$ cat src/hw/rtl/uqps_pkg.sv
// Shared phase codes, result kinds and delimiter characters for the URL query splitter.
package uqps_pkg;

  localparam int unsigned PhaseW = 3;
  localparam int unsigned KindW  = 2;
  localparam int unsigned ByteW  = 8;

  typedef logic [PhaseW-1:0] phase_t;
  typedef logic [KindW-1:0]  kind_t;
  typedef logic [ByteW-1:0]  char_t;

  // parse phases
  localparam phase_t PH_SEEK      = 3'd0;
  localparam phase_t PH_KEY_EMPTY = 3'd1;
  localparam phase_t PH_KEY       = 3'd2;
  localparam phase_t PH_VAL       = 3'd3;
  localparam phase_t PH_VAL_DROP  = 3'd4;
  localparam phase_t PH_DONE      = 3'd5;

  // result kinds
  localparam kind_t KIND_KEY  = 2'd0;
  localparam kind_t KIND_VAL  = 2'd1;
  localparam kind_t KIND_PAIR = 2'd2;
  localparam kind_t KIND_URL  = 2'd3;

  localparam char_t CH_QUERY = 8'h3F; // '?'
  localparam char_t CH_HASH  = 8'h23; // '#'
  localparam char_t CH_AMP   = 8'h26; // '&'
  localparam char_t CH_EQ    = 8'h3D; // '='

endpackage

$ cat src/hw/rtl/url_query_pair_splitter.sv
// Top level of the URL query splitter: phase tracking and result hold bank.
//
// Takes a URL one byte per word (tlast on its last byte) and emits the query's key bytes,
// value bytes, an end-of-pair word after each kept pair and an end-of-URL word after the
// last byte; tlast on the output marks the last word caused by one input byte. Each input
// byte is decoded combinationally against the current parse phase and its results (at most
// a text byte, an end of pair and an end of URL) are loaded into a three-slot hold bank.
// The bank drains one word per cycle, so a byte yielding zero or one word is taken every
// cycle when the sink is ready; a byte yielding more words holds off the next byte until its
// last word leaves the bank. There is no start-up sweep: the block is ready the cycle after reset.
module url_query_pair_splitter (
  input  logic                 clk,
  input  logic                 rst_n,
  input  logic                 in_tvalid,
  output logic                 in_tready,
  input  uqps_pkg::char_t      in_tdata,   // [7:0] url_byte
  input  logic                 in_tlast,   // final_byte
  output logic                 out_tvalid,
  input  logic                 out_tready,
  output uqps_pkg::char_t      out_tdata,  // [7:0] text_byte
  output uqps_pkg::kind_t      out_tuser,  // [1:0] item_kind
  output logic                 out_tlast   // run_last
);
  import uqps_pkg::*;

  phase_t      phase_r, phase_nxt;
  logic  [2:0] slot_v_r, slot_v_nxt;   // [0] text word, [1] end of pair, [2] end of URL
  char_t       byte_r;
  kind_t       kind_r;

  logic        in_acc, out_acc;
  logic        emit_text, emit_pair, emit_url;
  kind_t       text_kind;
  phase_t      ph_step;
  logic  [2:0] slot_v_pop;

  assign in_acc  = in_tvalid && in_tready;
  assign out_acc = out_tvalid && out_tready;

  // bank must be empty after this cycle before a new byte may load it
  assign in_tready = (slot_v_r == 3'b000) || ($onehot(slot_v_r) && out_tready);

  // character decode against the current phase
  always_comb begin
    ph_step   = phase_r;
    emit_text = 1'b0;
    emit_pair = 1'b0;
    text_kind = KIND_KEY;
    case (phase_r)
      PH_SEEK: begin
        if (in_tdata == CH_QUERY) ph_step = PH_KEY_EMPTY;
        else if (in_tdata == CH_HASH) ph_step = PH_DONE;
      end
      PH_KEY_EMPTY: begin
        if (in_tdata == CH_AMP) ph_step = PH_KEY_EMPTY;
        else if (in_tdata == CH_EQ) ph_step = PH_VAL_DROP;
        else if (in_tdata == CH_HASH) ph_step = PH_DONE;
        else begin
          emit_text = 1'b1;
          ph_step   = PH_KEY;
        end
      end
      PH_KEY: begin
        if (in_tdata == CH_AMP) begin
          emit_pair = 1'b1;
          ph_step   = PH_KEY_EMPTY;
        end else if (in_tdata == CH_EQ) begin
          ph_step = PH_VAL;
        end else if (in_tdata == CH_HASH) begin
          emit_pair = 1'b1;
          ph_step   = PH_DONE;
        end else begin
          emit_text = 1'b1;
        end
      end
      PH_VAL: begin
        if (in_tdata == CH_AMP) begin
          emit_pair = 1'b1;
          ph_step   = PH_KEY_EMPTY;
        end else if (in_tdata == CH_HASH) begin
          emit_pair = 1'b1;
          ph_step   = PH_DONE;
        end else begin
          emit_text = 1'b1;
          text_kind = KIND_VAL;
        end
      end
      PH_VAL_DROP: begin
        if (in_tdata == CH_AMP) ph_step = PH_KEY_EMPTY;
        else if (in_tdata == CH_HASH) ph_step = PH_DONE;
      end
      default: ph_step = PH_DONE;
    endcase

    // last byte closes any open pair, then the URL
    emit_url  = in_tlast;
    phase_nxt = ph_step;
    if (in_tlast) begin
      if (ph_step == PH_KEY || ph_step == PH_VAL) emit_pair = 1'b1;
      phase_nxt = PH_SEEK;
    end
  end

  // drop the lowest occupied slot once its word is taken
  always_comb begin
    slot_v_pop = slot_v_r;
    if (out_acc) begin
      if (slot_v_r[0]) slot_v_pop[0] = 1'b0;
      else if (slot_v_r[1]) slot_v_pop[1] = 1'b0;
      else slot_v_pop[2] = 1'b0;
    end
    slot_v_nxt = in_acc ? {emit_url, emit_pair, emit_text} : slot_v_pop;
  end

  always_ff @(posedge clk) begin
    if (!rst_n) begin
      phase_r  <= PH_SEEK;
      slot_v_r <= 3'b000;
    end else begin
      slot_v_r <= slot_v_nxt;
      if (in_acc) phase_r <= phase_nxt;
    end
  end

  always_ff @(posedge clk) begin
    if (in_acc && emit_text) begin
      byte_r <= in_tdata;
      kind_r <= text_kind;
    end
  end

  assign out_tvalid = slot_v_r != 3'b000;
  assign out_tlast  = $onehot(slot_v_r);
  always_comb begin
    if (slot_v_r[0]) begin
      out_tdata = byte_r;
      out_tuser = kind_r;
    end else if (slot_v_r[1]) begin
      out_tdata = '0;
      out_tuser = KIND_PAIR;
    end else begin
      out_tdata = '0;
      out_tuser = KIND_URL;
    end
  end

  // phase never reaches the unused codes
  a_phase_legal: assert property (@(posedge clk) disable iff (!rst_n)
    phase_r <= PH_DONE)
    else $error("parse phase out of range");

  // a held text word is always a key or value byte
  a_text_kind: assert property (@(posedge clk) disable iff (!rst_n)
    slot_v_r[0] |-> (kind_r == KIND_KEY || kind_r == KIND_VAL))
    else $error("text slot holds a marker kind");

  // last byte always queues an end of URL and rearms the parser
  a_url_end: assert property (@(posedge clk) disable iff (!rst_n)
    (in_acc && in_tlast) |=> (slot_v_r[2] && phase_r == PH_SEEK))
    else $error("end of URL not queued");

  // a new byte is only taken when the bank drains this cycle
  a_no_overrun: assert property (@(posedge clk) disable iff (!rst_n)
    in_acc |-> (slot_v_r == 3'b000 || ($onehot(slot_v_r) && out_acc)))
    else $error("hold bank overrun");

endmodule

$ cat config.mk
export PLATFORM = sky130hd
export DESIGN_NAME = url_query_pair_splitter
export DESIGN_NICKNAME = d
export VERILOG_FILES = /design/src/hw/rtl/uqps_pkg.sv /design/src/hw/rtl/url_query_pair_splitter.sv
export SDC_FILE = /design/constraint.sdc
export NUM_CORES = 1
export LEC_CHECK = 0
export BUFFER_PORTS_ARGS = -buffer_cell sky130_fd_sc_hd__buf_4
export CAP_MARGIN = 5
export CORE_MARGIN = 10
export CORE_UTILIZATION = 45
export DETAILED_ROUTE_END_ITERATION = 10
export PLACE_DENSITY = 0.83
export RECOVER_POWER = 50
export SLEW_MARGIN = 20
export SYNTH_ARGS = -nofsm -noshare
export SYNTH_HDL_FRONTEND = slang
export SYNTH_SLANG_ARGS = --single-unit
$ cat constraint.sdc
create_clock -name clk -period 2.3 [get_ports clk]
set_input_delay 0 -clock clk [delete_from_list [all_inputs] [get_ports clk]]
set_output_delay 0 -clock clk [all_outputs]
set_load 0.05 [all_outputs]
After elaboration in Yosys (flattened, before gate mapping)
Cells that the tools add are included.

word-level totals
  bits in registers = 16
  word-level logic and storage cells = 67

operators by class
  $add $sub $neg = 2
  eq/ne operators = 13
  multiplexer cells = 30
  bitwise gates (word level) = 1
  reductions and logical operators = 15

operators by type and width
  operator                                                         count
  3-bit two-way mux                                                11
  8-bit by 6-bit == test with 1-bit output, second input constant  4
  1-bit two-way mux                                                13
  3-bit by 2-bit == test with 1-bit output, second input constant  4
  3-bit case mux with 4 select lines                               1
  8-bit two-way mux                                                1
  3-bit zero test                                                  2
  2-bit OR reduction                                               3
  1-bit logical AND                                                4
  2-bit two-way mux                                                2
  2-bit by 1-bit != test with 1-bit output, second input constant  2
  1-bit case mux with 2 select lines                               2
  3-bit by 1-bit == test with 1-bit output, second input constant  1
  3-bit == test, second input constant                             1
  3-bit AND reduction                                              1
  3-bit nonzero test                                               1
  1-bit by 1-bit adder with 2-bit output                           1
  2-bit by 1-bit adder with 2-bit output                           1
  2-bit by 1-bit == test with 1-bit output, second input constant  1
  1-bit logical OR                                                 2
  2-bit AND reduction                                              1
  2-bit nonzero test                                               1
  1-bit NOT                                                        1

Longest topological paths before layout
Gate-level depths: netlist (run 1).

  depth in word-level cells = 10
  gate-level depth with buffers = 6
  mapped depth without buffers = 6

Least setup slack after synthesis (run 1)
OpenSTA, ideal clock, no wires.

  path type = reg-to-reg
  start = register slot_v_r[0]
  end = register byte_r[0] (enable)
  library setup time = 387 ps
  data arrival time = 2358 ps
  path slack = -445 ps
  cell stages (with the launch flop) = 6
  clock period less this slack = 2745 ps
  path through = dfxtp_1 -> inv_1 -> fa_1 -> and3b_1 -> o21ai_0 -> nor3_1

on the way
  longest elaborated chain between the ends = 7

ends and longest elaborated chain
  item                                                          RTL line                        text
  start: declaration                                            url_query_pair_splitter.sv:27   logic [2:0] slot_v_r, slot_v_nxt;
  start signal: assignment                                      url_query_pair_splitter.sv:120  slot_v_r <= slot_v_nxt;
  1-bit by 1-bit adder with 2-bit output (not written as such)  url_query_pair_splitter.sv:41   assign in_tready = (slot_v_r == 3'b000) || ($onehot(slot_v_r) && out_tready);
  2-bit by 1-bit adder with 2-bit output (not written as such)  url_query_pair_splitter.sv:41
  2-bit by 1-bit == test with 1-bit output                      url_query_pair_splitter.sv:41
  1-bit logical AND                                             url_query_pair_splitter.sv:41
  1-bit logical OR (*)                                          url_query_pair_splitter.sv:41
  1-bit logical AND (*)                                         url_query_pair_splitter.sv:37   assign in_acc = in_tvalid && in_tready;
  1-bit logical AND (*)                                         url_query_pair_splitter.sv:126  if (in_acc && emit_text) begin
  end signal: assignment                                        url_query_pair_splitter.sv:127  byte_r <= in_tdata;
  end: declaration                                              url_query_pair_splitter.sv:28   char_t byte_r;

Mark *: on every way between the ends. The rest lies on a longest branch, timed or not.
A chain may end at the register's enable or synchronous reset.

Worst setup path after layout (run 1)
  start = register slot_v_r[0]
  end = register byte_r[4] (enable)

The elaborated chain is that of the path after synthesis.

==> metrics.txt, run 1 <==
num ports=26; final setup violating endpoints=0; fraction of the mapped netlist area in compound gates=0.243; endpoint type of the worst setup path=flop; routed vias/inst=5.66; launching instance or port of the critical path=slot_v_r[0]; Hold Vio Cnt, Final=0; share of synthesized area spent on multiplexers=0; portion of the post-synthesis area used by sequential elements=0.439; utilization after layout=0.639; Lkg Pwr=0.000445 uW; FF-to-FF Start=slot_v_r[0]; Post-Synth Simple-Gate Area=0.225; worst reg2reg path depth=6; largest family of logic cells by synthesized area=compound AO/OA/AOI/OAI gates; net count reported at finish=145; total power consumption of the routed design=560 uW; combined area of the multi-input logic cells=465 sq um; mean instance size in the synthesized netlist=9.67 sq um; period utilization=0.950; detailed-routing iteration count for the pre-antenna-repair pass=6; first-iteration detailed-routing DRC count=53; Post-DRT Antenna Nets=0; first-pass GRT wire length=4260 um; pin count of the biggest net entering global routing=13; achievable frequency=0.458 GHz; Filler cells=164; worst-skew pair later-pin latency=270 ps; share of total power consumed by net switching=0.288; hold path startpoint=in_tlast; Final Critical Period=2180 ps; CTS Root Buffer Type=clkbuf_4; Inserted Clock Buffers=3; effective utilization at floorplan=0.463; Worst Path Required=2290 ps; synth unique cells=36; measured slew at the worst slew-check pin=602 ps; CP max FO=9; DRC viols=0; number of levels in the clock H-tree=1; Cells after Synth=92; critical path arrival=2180 ps; worst setup timing slack at the placement stage=103 ps; Wirelength per Cell=16.0 um; area growth from synthesis to layout=38.0%; largest area contributor in the synthesized netlist=edfxtp_1; share of the synthesized area in the top cell type=0.304; final standard cell count with taps included and fillers excluded=157; headroom to the max-slew limit=0.600; part of the total power dissipated in combinational logic=0.227; post-detailed-routing wire length=2520 um; maximum clock path buffer count=2; gr ovfl total=0; dpl hpwl=1800 um; via count=888; initial antenna violation count=0; maximum capacitance violations=0; sequential group share of total power=0.515; flip-flop and latch count after synthesis=15; number of sinks handled by clock tree synthesis=15; Core Footprint=0.00192 sq mm; Final TNS setup=0 ps; cell-internal power=399 uW; share of power burned in the clock network=0.258; unrepaired setup endpoints after global routing=false; dominant cells by area after synthesis=edfxtp_1 30%, dfxtp_1 14%, and2_1 5.6%; post-synthesis instance area=890 sq um; hold-critical path depth=3; switching power of the nets=161 uW; Yosys warning total=0; Tightest Hold Check Type=in -> reg; Die H=64.5 um; Placed Instances=143; vias in the first global route=894; final max-slew violation count=0; Hold Path Sink=slot_v_r[1]; number of core rows=16; commonest non-fill, non-tap cells in the layout=17 x buf_4, 10 x clkbuf_1, 9 x edfxtp_1, 9 x dlygate4sd3_1; die outline area=0.00416 sq mm; quantity of gates resized following cts=0; register cell area after layout=390 sq um; most common cell after layout, fill and taps aside=buf_4; worst flop-to-flop path endpoint=byte_r[4]; xor and xnor area share after synthesis=0.0197; port buffer count=25; Max IR drop VDD=0.417 mV; critical path type=reg -> reg; clock tree skew after final layout=7.99 ps; clock-pin slew reported for the worst setup and hold paths after clock tree synthesis=90 ps; status=finished, final reports clean; adder and majority cell fraction of the synthesized area=0.0225; gr usage total=0.123; cell area power density=456 mW/mm^2; total inserted antenna cells=0; net count after synthesis=106; type of element launching the critical path=flop; Die Span X=64.5 um; gpl congestion=0.902; worst-case register-to-register setup slack=120 ps; fraction of layout cells with a size suffix above 1=0.215; min setup slack post-route=115 ps; CTS tree=done
==> registers in the layout, summed over array words and instances (netlist names) <==
name	cells
slot_v_r	3
kind_r	1
phase_r	3
byte_r	8
==> cells by family after synthesis <==
logic type	count (synthesis)
buffers and inverters	12
adder cells (fa/ha/maj)	1
flip-flops	15
AO/OA/AOI/OAI	30
AND/OR/NAND/NOR	32
XOR/XNOR	2
==> how the worst max path moves through the flow <==
stage | end | slack (ps) | depth (start not counted)
after floorplan | byte_r[0] | 10 | 5
after global placement | byte_r[0] | 180 | 5
after detailed placement | byte_r[2] | 100 | 5
after CTS | byte_r[7] | 80 | 5
after global routing | byte_r[7] | 10 | 6
final | byte_r[4] | 120 | 6
==> synthesized netlist by cell type, drive strengths merged <==
cell type  number
edfxtp          9
inv             9
a21oi           8
and2            8
dfxtp           6
nand2           4
nor2            3
nor3            3
o211ai          3
o21a            3
o21ai           3
o31ai           3
a21o            2
and3            2
clkbuf          2
nor2b           2
nor4            2
o41ai           2
or4b            2
xnor2           2
a311o           1
a31oi           1
and3b           1
buf             1
fa              1
nand3b          1
nand4           1
nand4bb         1
nor3b           1
o2111ai         1
o221a           1
o221ai          1
o41a            1
or2             1
==> through the flow <==
stage | hold WS, ps | area [sq um]
2_1_floorplan | 98.9 | 905
3_3_place_gp | 199 | 1130
3_5_place_dp | 202 | 1130
4_1_cts | 25.1 | 1250
5_1_grt | 45.2 | 1230
6_report | 30.8 | 1230
==> routing by layer <==
metal	track usage	vias to the layer above	wire (um)
li1	-	422	-
met1	0.142	423	997
met2	0.217	39	1300
met3	0.0309	4	177
met4	0.0401	0	42
met5	0	-	0
==> worst max-delay path, stage by stage, from the launching register on <==
cell        delay [ps]
dfxtp_1            350
clkinvlp_2         150
fa_1               480
and3b_1            330
o21ai_1            210
nor3_4             240
buf_12             150
==> repair_timing <==
item                                   CTS  global route
endpoints found under the hold margin    9             0
hold buffers                             9             0
buffers inserted                         0             1
setup endpoints to repair                0             9
==> cell type report <==
cell class / count / share of cell area
Multi-Input combinational cell: 65 / 0.379
Sequential cell: 15 / 0.318
Timing Repair Buffer: 37 / 0.224
Inverter: 9 / 0.0285
Tap cell: 27 / 0.0275
Clock buffer: 3 / 0.0183
Clock inverter: 1 / 0.00408
==> power groups by stage <==
stage / registers [uW] / logic (uW) / clock network, uW
2_1_floorplan: 294 / 68.9 / 0
3_3_place_gp: 294 / 116 / 0
3_5_place_dp: 294 / 120 / 0
4_1_cts: 288 / 133 / 149
5_1_grt: 288 / 136 / 166
6_report: 288 / 127 / 144
(Power assumes the default switching activity.)
==> run 2, diff against run 1 <==
ABC_AREA = 1   (was not set)
CORE_UTILIZATION = 46   (was 45)
GPL_TIMING_DRIVEN = 0   (was not set)
==> run 2 against run 1 <==
  * Setup slack improved by 120 ps
  * Count of clock-buffer cells in the layout rose by 1
  * Hold slack improved by 29 ps
  * Clock power rose by 6%
  * Combinational power rose by 13%
  * Non-clock buffer count fell by 1
  * Clock skew fell by 3.9 ps
  * Register-to-register slack improved by 120 ps
  * Die area rose by 5.1%
  * Core utilization rose by 3.2 points
  * Critical path type unchanged
  * Highest routed layer unchanged
==> metrics.txt, run 2 <==
status=finished, final reports clean; DRC viols=0 (unchanged); Tightest Hold Check Type=in -> reg; Largest Register=byte_r; synth unique cells=23 (-36%); num ports=26 (unchanged); master of the slowest instance on the critical path=fa_1; share of total power consumed by net switching=0.306 (+0.0177); Final Critical Period=2060 ps (-124 ps); gr usage total=0.118 (-0.00476); mean instance size in the synthesized netlist=7.08 sq um (-27%); CTS tree=done; largest area contributor in the synthesized netlist=edfxtp_1; final setup violating endpoints=0 (unchanged); period utilization=0.896 (-0.0538); critical path type=reg -> reg; switching power of the nets=178 uW (+11%); net count after synthesis=152 (+43%); share of the synthesized area in the top cell type=0.277 (-0.0272); port buffer count=25 (unchanged); CTS Root Buffer Type=clkbuf_4; utilization after layout=0.670 (+0.0318); Worst Path Required=2300 ps (about the same); clock-pin slew reported for the worst setup and hold paths after clock tree synthesis=90 ps (about the same); number of levels in the clock H-tree=1 (unchanged); FF-to-FF Start=slot_v_r[0]; final max-slew violation count=0 (unchanged); worst reg2reg path depth=10 (+4); first-pass GRT wire length=4110 um (-3.6%); type of element launching the critical path=flop; commonest non-fill, non-tap cells in the layout=43 x nand2_1, 23 x inv_1, 18 x clkbuf_1; routed vias/inst=4.96 (-12%); unrepaired setup endpoints after global routing=false; pin count of the biggest net entering global routing=11 (-2); dpl hpwl=1920 um (+6.6%); Wirelength per Cell=11.7 um (-27%); proportion of synthesized flip-flops having asynchronous set or reset=0 (unchanged); worst flop-to-flop path endpoint=byte_r[5]; met3 routed wirelength=218 um (+23%); Cells after Synth=138 (+50%); dominant cells by area after synthesis=edfxtp_1 28%, nand2_1 17%, dfxtp_1 12%; Hold Vio Cnt, Final=0 (unchanged); most common cell after layout, fill and taps aside=nand2_1; total routed wire length on the met1 layer=914 um (-8.3%); number of synthesized flops with an enable pin=9 (unchanged); endpoint type of the worst setup path=flop; Lkg Pwr=0.000618 uW (+39%); critical path arrival=2060 ps (-120 ps); Core Footprint=0.00198 sq mm (+3.1%); Post-DRT Antenna Nets=0 (unchanged); gr ovfl total=0 (unchanged); min setup slack post-route=239 ps (+124 ps); flip-flop and latch count after synthesis=15 (unchanged); primary flip-flop cell chosen by synthesis mapping=edfxtp_1; highest routing layer actually used=met4; vias in the first global route=983 (+10%); hold path startpoint=in_tvalid; Die Span X=66.1 um (+2.5%); sequential group share of total power=0.494 (-0.021); Non-Filler Cell Area, Final=0.00133 sq mm (+8.3%); most frequently used cell type in the post-synthesis netlist=nand2_1; flip-flop count of the largest register after layout=8 (unchanged); fraction of layout cells with a size suffix above 1=0.198 (-0.0176); worst setup timing slack at the placement stage=242 ps (+139 ps); worst-skew pair later-pin latency=280 ps (about the same); Max IR drop VDD=0.397 mV (-4.7%); part of the total power dissipated in combinational logic=0.246 (+0.019); number of sinks handled by clock tree synthesis=15 (unchanged); largest registers in the final layout=byte_r x8, phase_r x3, slot_v_r x3; clock tree skew after final layout=4.13 ps (-3.86 ps); final standard cell count with taps included and fillers excluded=205 (+31%); first-iteration detailed-routing DRC count=34 (-36%); post-synthesis instance area=977 sq um (+9.8%); Die H=66.1 um (+2.5%); Yosys warning total=0 (unchanged); initial antenna violation count=1 (+1); cell-internal power=405 uW (+1.7%); post-detailed-routing wire length=2400 um (-4.8%); die outline area=0.00437 sq mm (+5.1%); quantity of gates resized following cts=0 (unchanged); peak per-stage delay on the critical path=500 ps (+20 ps); CP max FO=10 (+1); Buf/Inv on CP=4 (+2); portion of the post-synthesis area used by sequential elements=0.399 (-0.0393); gpl congestion=0.958 (+6.2%); Hold Path Sink=phase_r[2]; number of core rows=16 (unchanged); via count=1,016 (+14%); hold-critical path depth=4 (+1); cells along the critical path=clkbuf_8 -> clkinvlp_4 -> fa_1 -> nor2_4 -> nand2_2 -> nand2_8 -> nand2_8 -> inv_6 -> nand2_4 -> inv_6; net count reported at finish=192 (+32%); cell area power density=439 mW/mm^2 (-3.7%); met2 routed WL=1200 um (-7.9%); effective utilization at floorplan=0.493 (+0.0302); Placed Instances=190 (+33%); Inserted Clock Buffers=3 (unchanged); measured slew at the worst slew-check pin=608 ps (+5.91 ps); share of power burned in the clock network=0.260 (+0.002); worst hold margin=59.8 ps (+29.0 ps); Cell Area, Placed=0.00126 sq mm (+12%); maximum capacitance violations=0 (unchanged); achievable frequency=0.485 GHz (+6.0%); headroom to the max-slew limit=0.596 (-0.00392); worst-case register-to-register setup slack=240 ps (+120 ps); area growth from synthesis to layout=36.0%; most instantiated cells after synthesis=45 x nand2_1, 25 x inv_1, 12 x nor2_1; Top delay family on crit path=adder cells; maximum clock path buffer count=2 (unchanged); detailed-routing iteration count for the pre-antenna-repair pass=4 (-2)
[run 2: cell count changes after synthesis, moves of 4 or more]
cell | before | now
and2_1 | 8 | 0
inv_1 | 9 | 25
nand2_1 | 4 | 45
nand3_1 | 0 | 5
nor2_1 | 3 | 12
nor2_2 | 0 | 4
[run 2: repair_timing]
| item | 4_1_cts | 5_1_grt |
|---|---|---|
| hold buffers | 10 | 0 |
| buffers inserted | 0 | 0 |
| hold endpoints to repair | 10 | 0 |
| setup endpoints to repair | 0 | 0 |
[run 2: how the worst max path moves through the flow]
stage / startpoint / endpoint / depth (start not counted)
5_1_grt: slot_v_r[0] / byte_r[6] / 10
3_3_place_gp: slot_v_r[0] / byte_r[7] / 10
6_report: slot_v_r[0] / byte_r[5] / 10
2_1_floorplan: slot_v_r[0] / byte_r[0] / 10
4_1_cts: slot_v_r[0] / byte_r[6] / 10
3_5_place_dp: slot_v_r[0] / byte_r[2] / 10
[run 2: logic make-up (layout without fill, tap and decap cells)]
logic type / Yosys count / after routing / share of synthesized area
AOI/OAI and AO/OA: 14 / 14 / 0.0832
adders and majority gates: 1 / 1 / 0.0205
buffers and inverters: 28 / 67 / 0.108
DFF: 15 / 15 / 0.399
muxes: 1 / 1 / 0.0102
other: 0 / 1 / 0
and+or+nand+nor: 79 / 79 / 0.379
[run 2: metrics by stage]
stage          power, uW  TNS, ps
2_1_floorplan        387    -2260
3_3_place_gp         430        0
3_5_place_dp         433        0
4_1_cts              594        0
5_1_grt              610        0
6_report             584        0
[run 2: layout make-up]
class / instances / area, sq um
diodes: 1 / 2.50
plain buffers: 1 / 13.8
clock buffers: 4 / 26.3
fillers: 174 / 653
inverters: 27 / 115
multi-input cells: 95 / 522
flip-flops and latches: 15 / 392
well taps: 27 / 33.8
repair buffers: 35 / 224
[run 2: worst register-to-register path: cells and delay by family (launching register included)]
kind	cells	cell delay (ps)
adders and majority gates	1	500
buffers and inverters	4	480
and+or+nand+nor	5	430
DFF	1	380
[run 2: layer usage]
layer,vias up,global-route usage
met2,40,0.200
met4,0,0.0890
met5,-,0
li1,511,-
met3,8,0.0441
met1,457,0.115
[run 2: power groups by stage]
stage	Sequential, uW	Clock [uW]	Combinational (uW)
floorplan	294	0	92.6
global placement	295	0	135
detailed placement	295	0	139
CTS	288	153	153
global route	289	166	156
finish	288	152	143
==> run 3, diff against run 2 <==
CELL_PAD_IN_SITES_DETAIL_PLACEMENT = 0   (was not set)
CELL_PAD_IN_SITES_GLOBAL_PLACEMENT = 1   (was not set)
CORE_MARGIN = not set   (was 10)
CORE_UTILIZATION = 32   (was 46)
PLACE_DENSITY = 0.82   (was 0.83)
==> run 3 against run 2 <==
  * The run now ends with DRC left
  * Sequential cell count unchanged
  * Sequential power about the same
  * Non-clock buffer count down 1
  * Die area down 25%
  * Critical path depth unchanged
  * Cell area down 0.19%
  * First-iteration DRC count down 12%
  * Sequential share of layout area about the same
  * Register-to-register slack worse by 50 ps
  * Core utilization down 20 points
  * Setup slack worse by 54 ps
  * Critical path type unchanged
==> metrics.txt, run 3 (synthesis gave the netlist of run 2 again) <==
status=finished, violations left; violated checks=DRC; net count reported at finish=191 (-0.52%); clock-pin slew reported for the worst setup and hold paths after clock tree synthesis=90 ps (about the same); period utilization=0.919 (+0.0234); Post-DRT Antenna Nets=0 (unchanged); hold path startpoint=in_tlast; port buffer count=25 (unchanged); hold-critical path depth=3 (-1); first-pass GRT wire length=3940 um (-4.0%); effective utilization at floorplan=0.345 (-0.148); Worst Path Required=2290 ps (about the same); most common cell after layout, fill and taps aside=nand2_1; cell area power density=432 mW/mm^2 (-1.7%); achievable frequency=0.473 GHz (-2.5%); Inserted Clock Buffers=3 (unchanged); Die Span X=57.3 um (-13%); min setup slack post-route=185 ps (-53.9 ps); Lkg Pwr=0.000624 uW (+1.1%); CP max FO=10 (unchanged); via count=959 (-5.6%); final standard cell count with taps included and fillers excluded=207 (+0.98%); final max-slew violation count=0 (unchanged); maximum clock path buffer count=2 (unchanged); vias in the first global route=952 (-3.2%); commonest non-fill, non-tap cells in the layout=44 x nand2_1, 23 x inv_1, 15 x clkbuf_1; Max IR drop VDD=0.135 mV (-66%); CTS Root Buffer Type=clkbuf_4; unrepaired setup endpoints after global routing=false; gr ovfl total=0 (unchanged); post-detailed-routing wire length=2220 um (-7.2%); FF-to-FF Start=slot_v_r[0]; Wirelength per Cell=10.7 um (-8.1%); Placed Instances=194 (+2.1%); routed vias/inst=4.63 (-6.5%); detailed-routing iteration count for the pre-antenna-repair pass=7 (+3); initial antenna violation count=0 (-1); maximum capacitance violations=0 (unchanged); gr usage total=0.152 (+0.0341); endpoint type of the worst setup path=flop; total inserted antenna cells=0 (-1); num ports=26 (unchanged); headroom to the max-slew limit=0.601 (+0.00475); Hold Vio Cnt, Final=0 (unchanged); CTS tree=done; flip-flop count of the largest register after layout=8 (unchanged); die outline area=0.00328 sq mm (-25%); Hold Path Sink=slot_v_r[2]; number of sinks handled by clock tree synthesis=15 (unchanged); first-iteration detailed-routing DRC count=30 (-12%); largest registers in the final layout=byte_r x8, phase_r x3, slot_v_r x3; worst-case register-to-register setup slack=190 ps (-50 ps); DRC viols=2 (+2); worst flop-to-flop path endpoint=byte_r[7]; Core Footprint=0.00283 sq mm (+43%); number of levels in the clock H-tree=1 (unchanged); register cell area after layout=390 sq um (-0.32%); Final Critical Period=2110 ps (+53.9 ps); worst reg2reg path depth=10 (unchanged); clock tree skew after final layout=4.41 ps (+0.278 ps); Tightest Hold Check Type=in -> reg; pin count of the biggest net entering global routing=11 (unchanged); worst-skew pair later-pin latency=270 ps (about the same); dpl hpwl=1700 um (-11%); worst hold margin=16.8 ps (-43.0 ps); final setup violating endpoints=0 (unchanged); type of element launching the critical path=flop; gpl congestion=0.913 (-4.7%); Largest Register=byte_r; Filler cells=298 (+71%); number of core rows=19 (+3); combined area of the multi-input logic cells=519 sq um (-0.48%); measured slew at the worst slew-check pin=601 ps (-7.16 ps); critical path arrival=2110 ps (+50 ps); area growth from synthesis to layout=35.7%; critical path type=reg -> reg; total power consumption of the routed design=573 uW (-1.9%); number of setup buffers added after CTS=0 (unchanged); fraction of layout cells with a size suffix above 1=0.205 (+0.00681); Die H=57.3 um (-13%); worst setup timing slack at the placement stage=255 ps (+13.1 ps)
[run 3: cell types whose count changed in the layout (fill, tap and decap cells not counted), sizes merged]
cell / before / now
clkbuf: 22 / 19
buf: 8 / 10
clkinv: 0 / 1
diode: 1 / 0
dlygate4sd3: 10 / 9
[run 3: how the worst max path moves through the flow]
stage | cells after the start | endpoint | from | slack (ps)
floorplan | 10 | byte_r[0] | slot_v_r[0] | -230
global placement | 10 | byte_r[5] | slot_v_r[0] | 290
detailed placement | 10 | byte_r[6] | slot_v_r[0] | 260
CTS | 10 | byte_r[6] | slot_v_r[0] | 230
global route | 10 | byte_r[5] | slot_v_r[0] | 100
finish | 10 | byte_r[7] | slot_v_r[0] | 190
[run 3: cell type report]
type	count	share of cell area
inverters	27	0.0868
plain buffers	1	0.0104
clock buffers	3	0.0170
well taps	31	0.0292
multi-input cells	95	0.392
flip-flops and latches	15	0.294
clock inverters	1	0.00377
repair buffers	34	0.167
[run 3: repair_timing]
action	CTS	global route
hold buffers	9	0
endpoints found under the setup margin	0	0
resized for setup	0	0
endpoints found under the hold margin	9	0
[run 3: report_power, final]
part | leakage (uW) | total, uW | switching, uW | internal (uW)
clock network | 0.0000177 | 141 | 76.5 | 64.3
registers | 0.000132 | 288 | 2.11 | 286
logic | 0.000474 | 143 | 91.5 | 51.9
[run 3: layer usage]
| layer | vias up | global-route usage | wire length (um) |
|---|---|---|---|
| met5 | - | 0 | 0 |
| met4 | 0 | 0.0836 | 53 |
| met3 | 4 | 0.00680 | 50 |
| met2 | 23 | 0.276 | 1130 |
| met1 | 427 | 0.181 | 989 |
| li1 | 505 | - | - |
[run 3: per-stage QoR]
stage	TNS, ps	utilization	cell area, sq um
floorplan	-2260	-	1040
global placement	0	0.448	1270
detailed placement	0	0.448	1270
CTS	0	0.490	1390
global route	0	0.469	1330
finish	0	0.469	1330
[run 3: worst max-delay path, cell delays in order, from the launching register on]
cell and delay (ps):
dfxtp_1 420, clkbuf_8 200, clkinvlp_4 90, fa_1 500
nor2_4 120, nand2_2 100, nand2_8 80, nand2_8 80
inv_6 70, nand2_4 60, inv_6 110
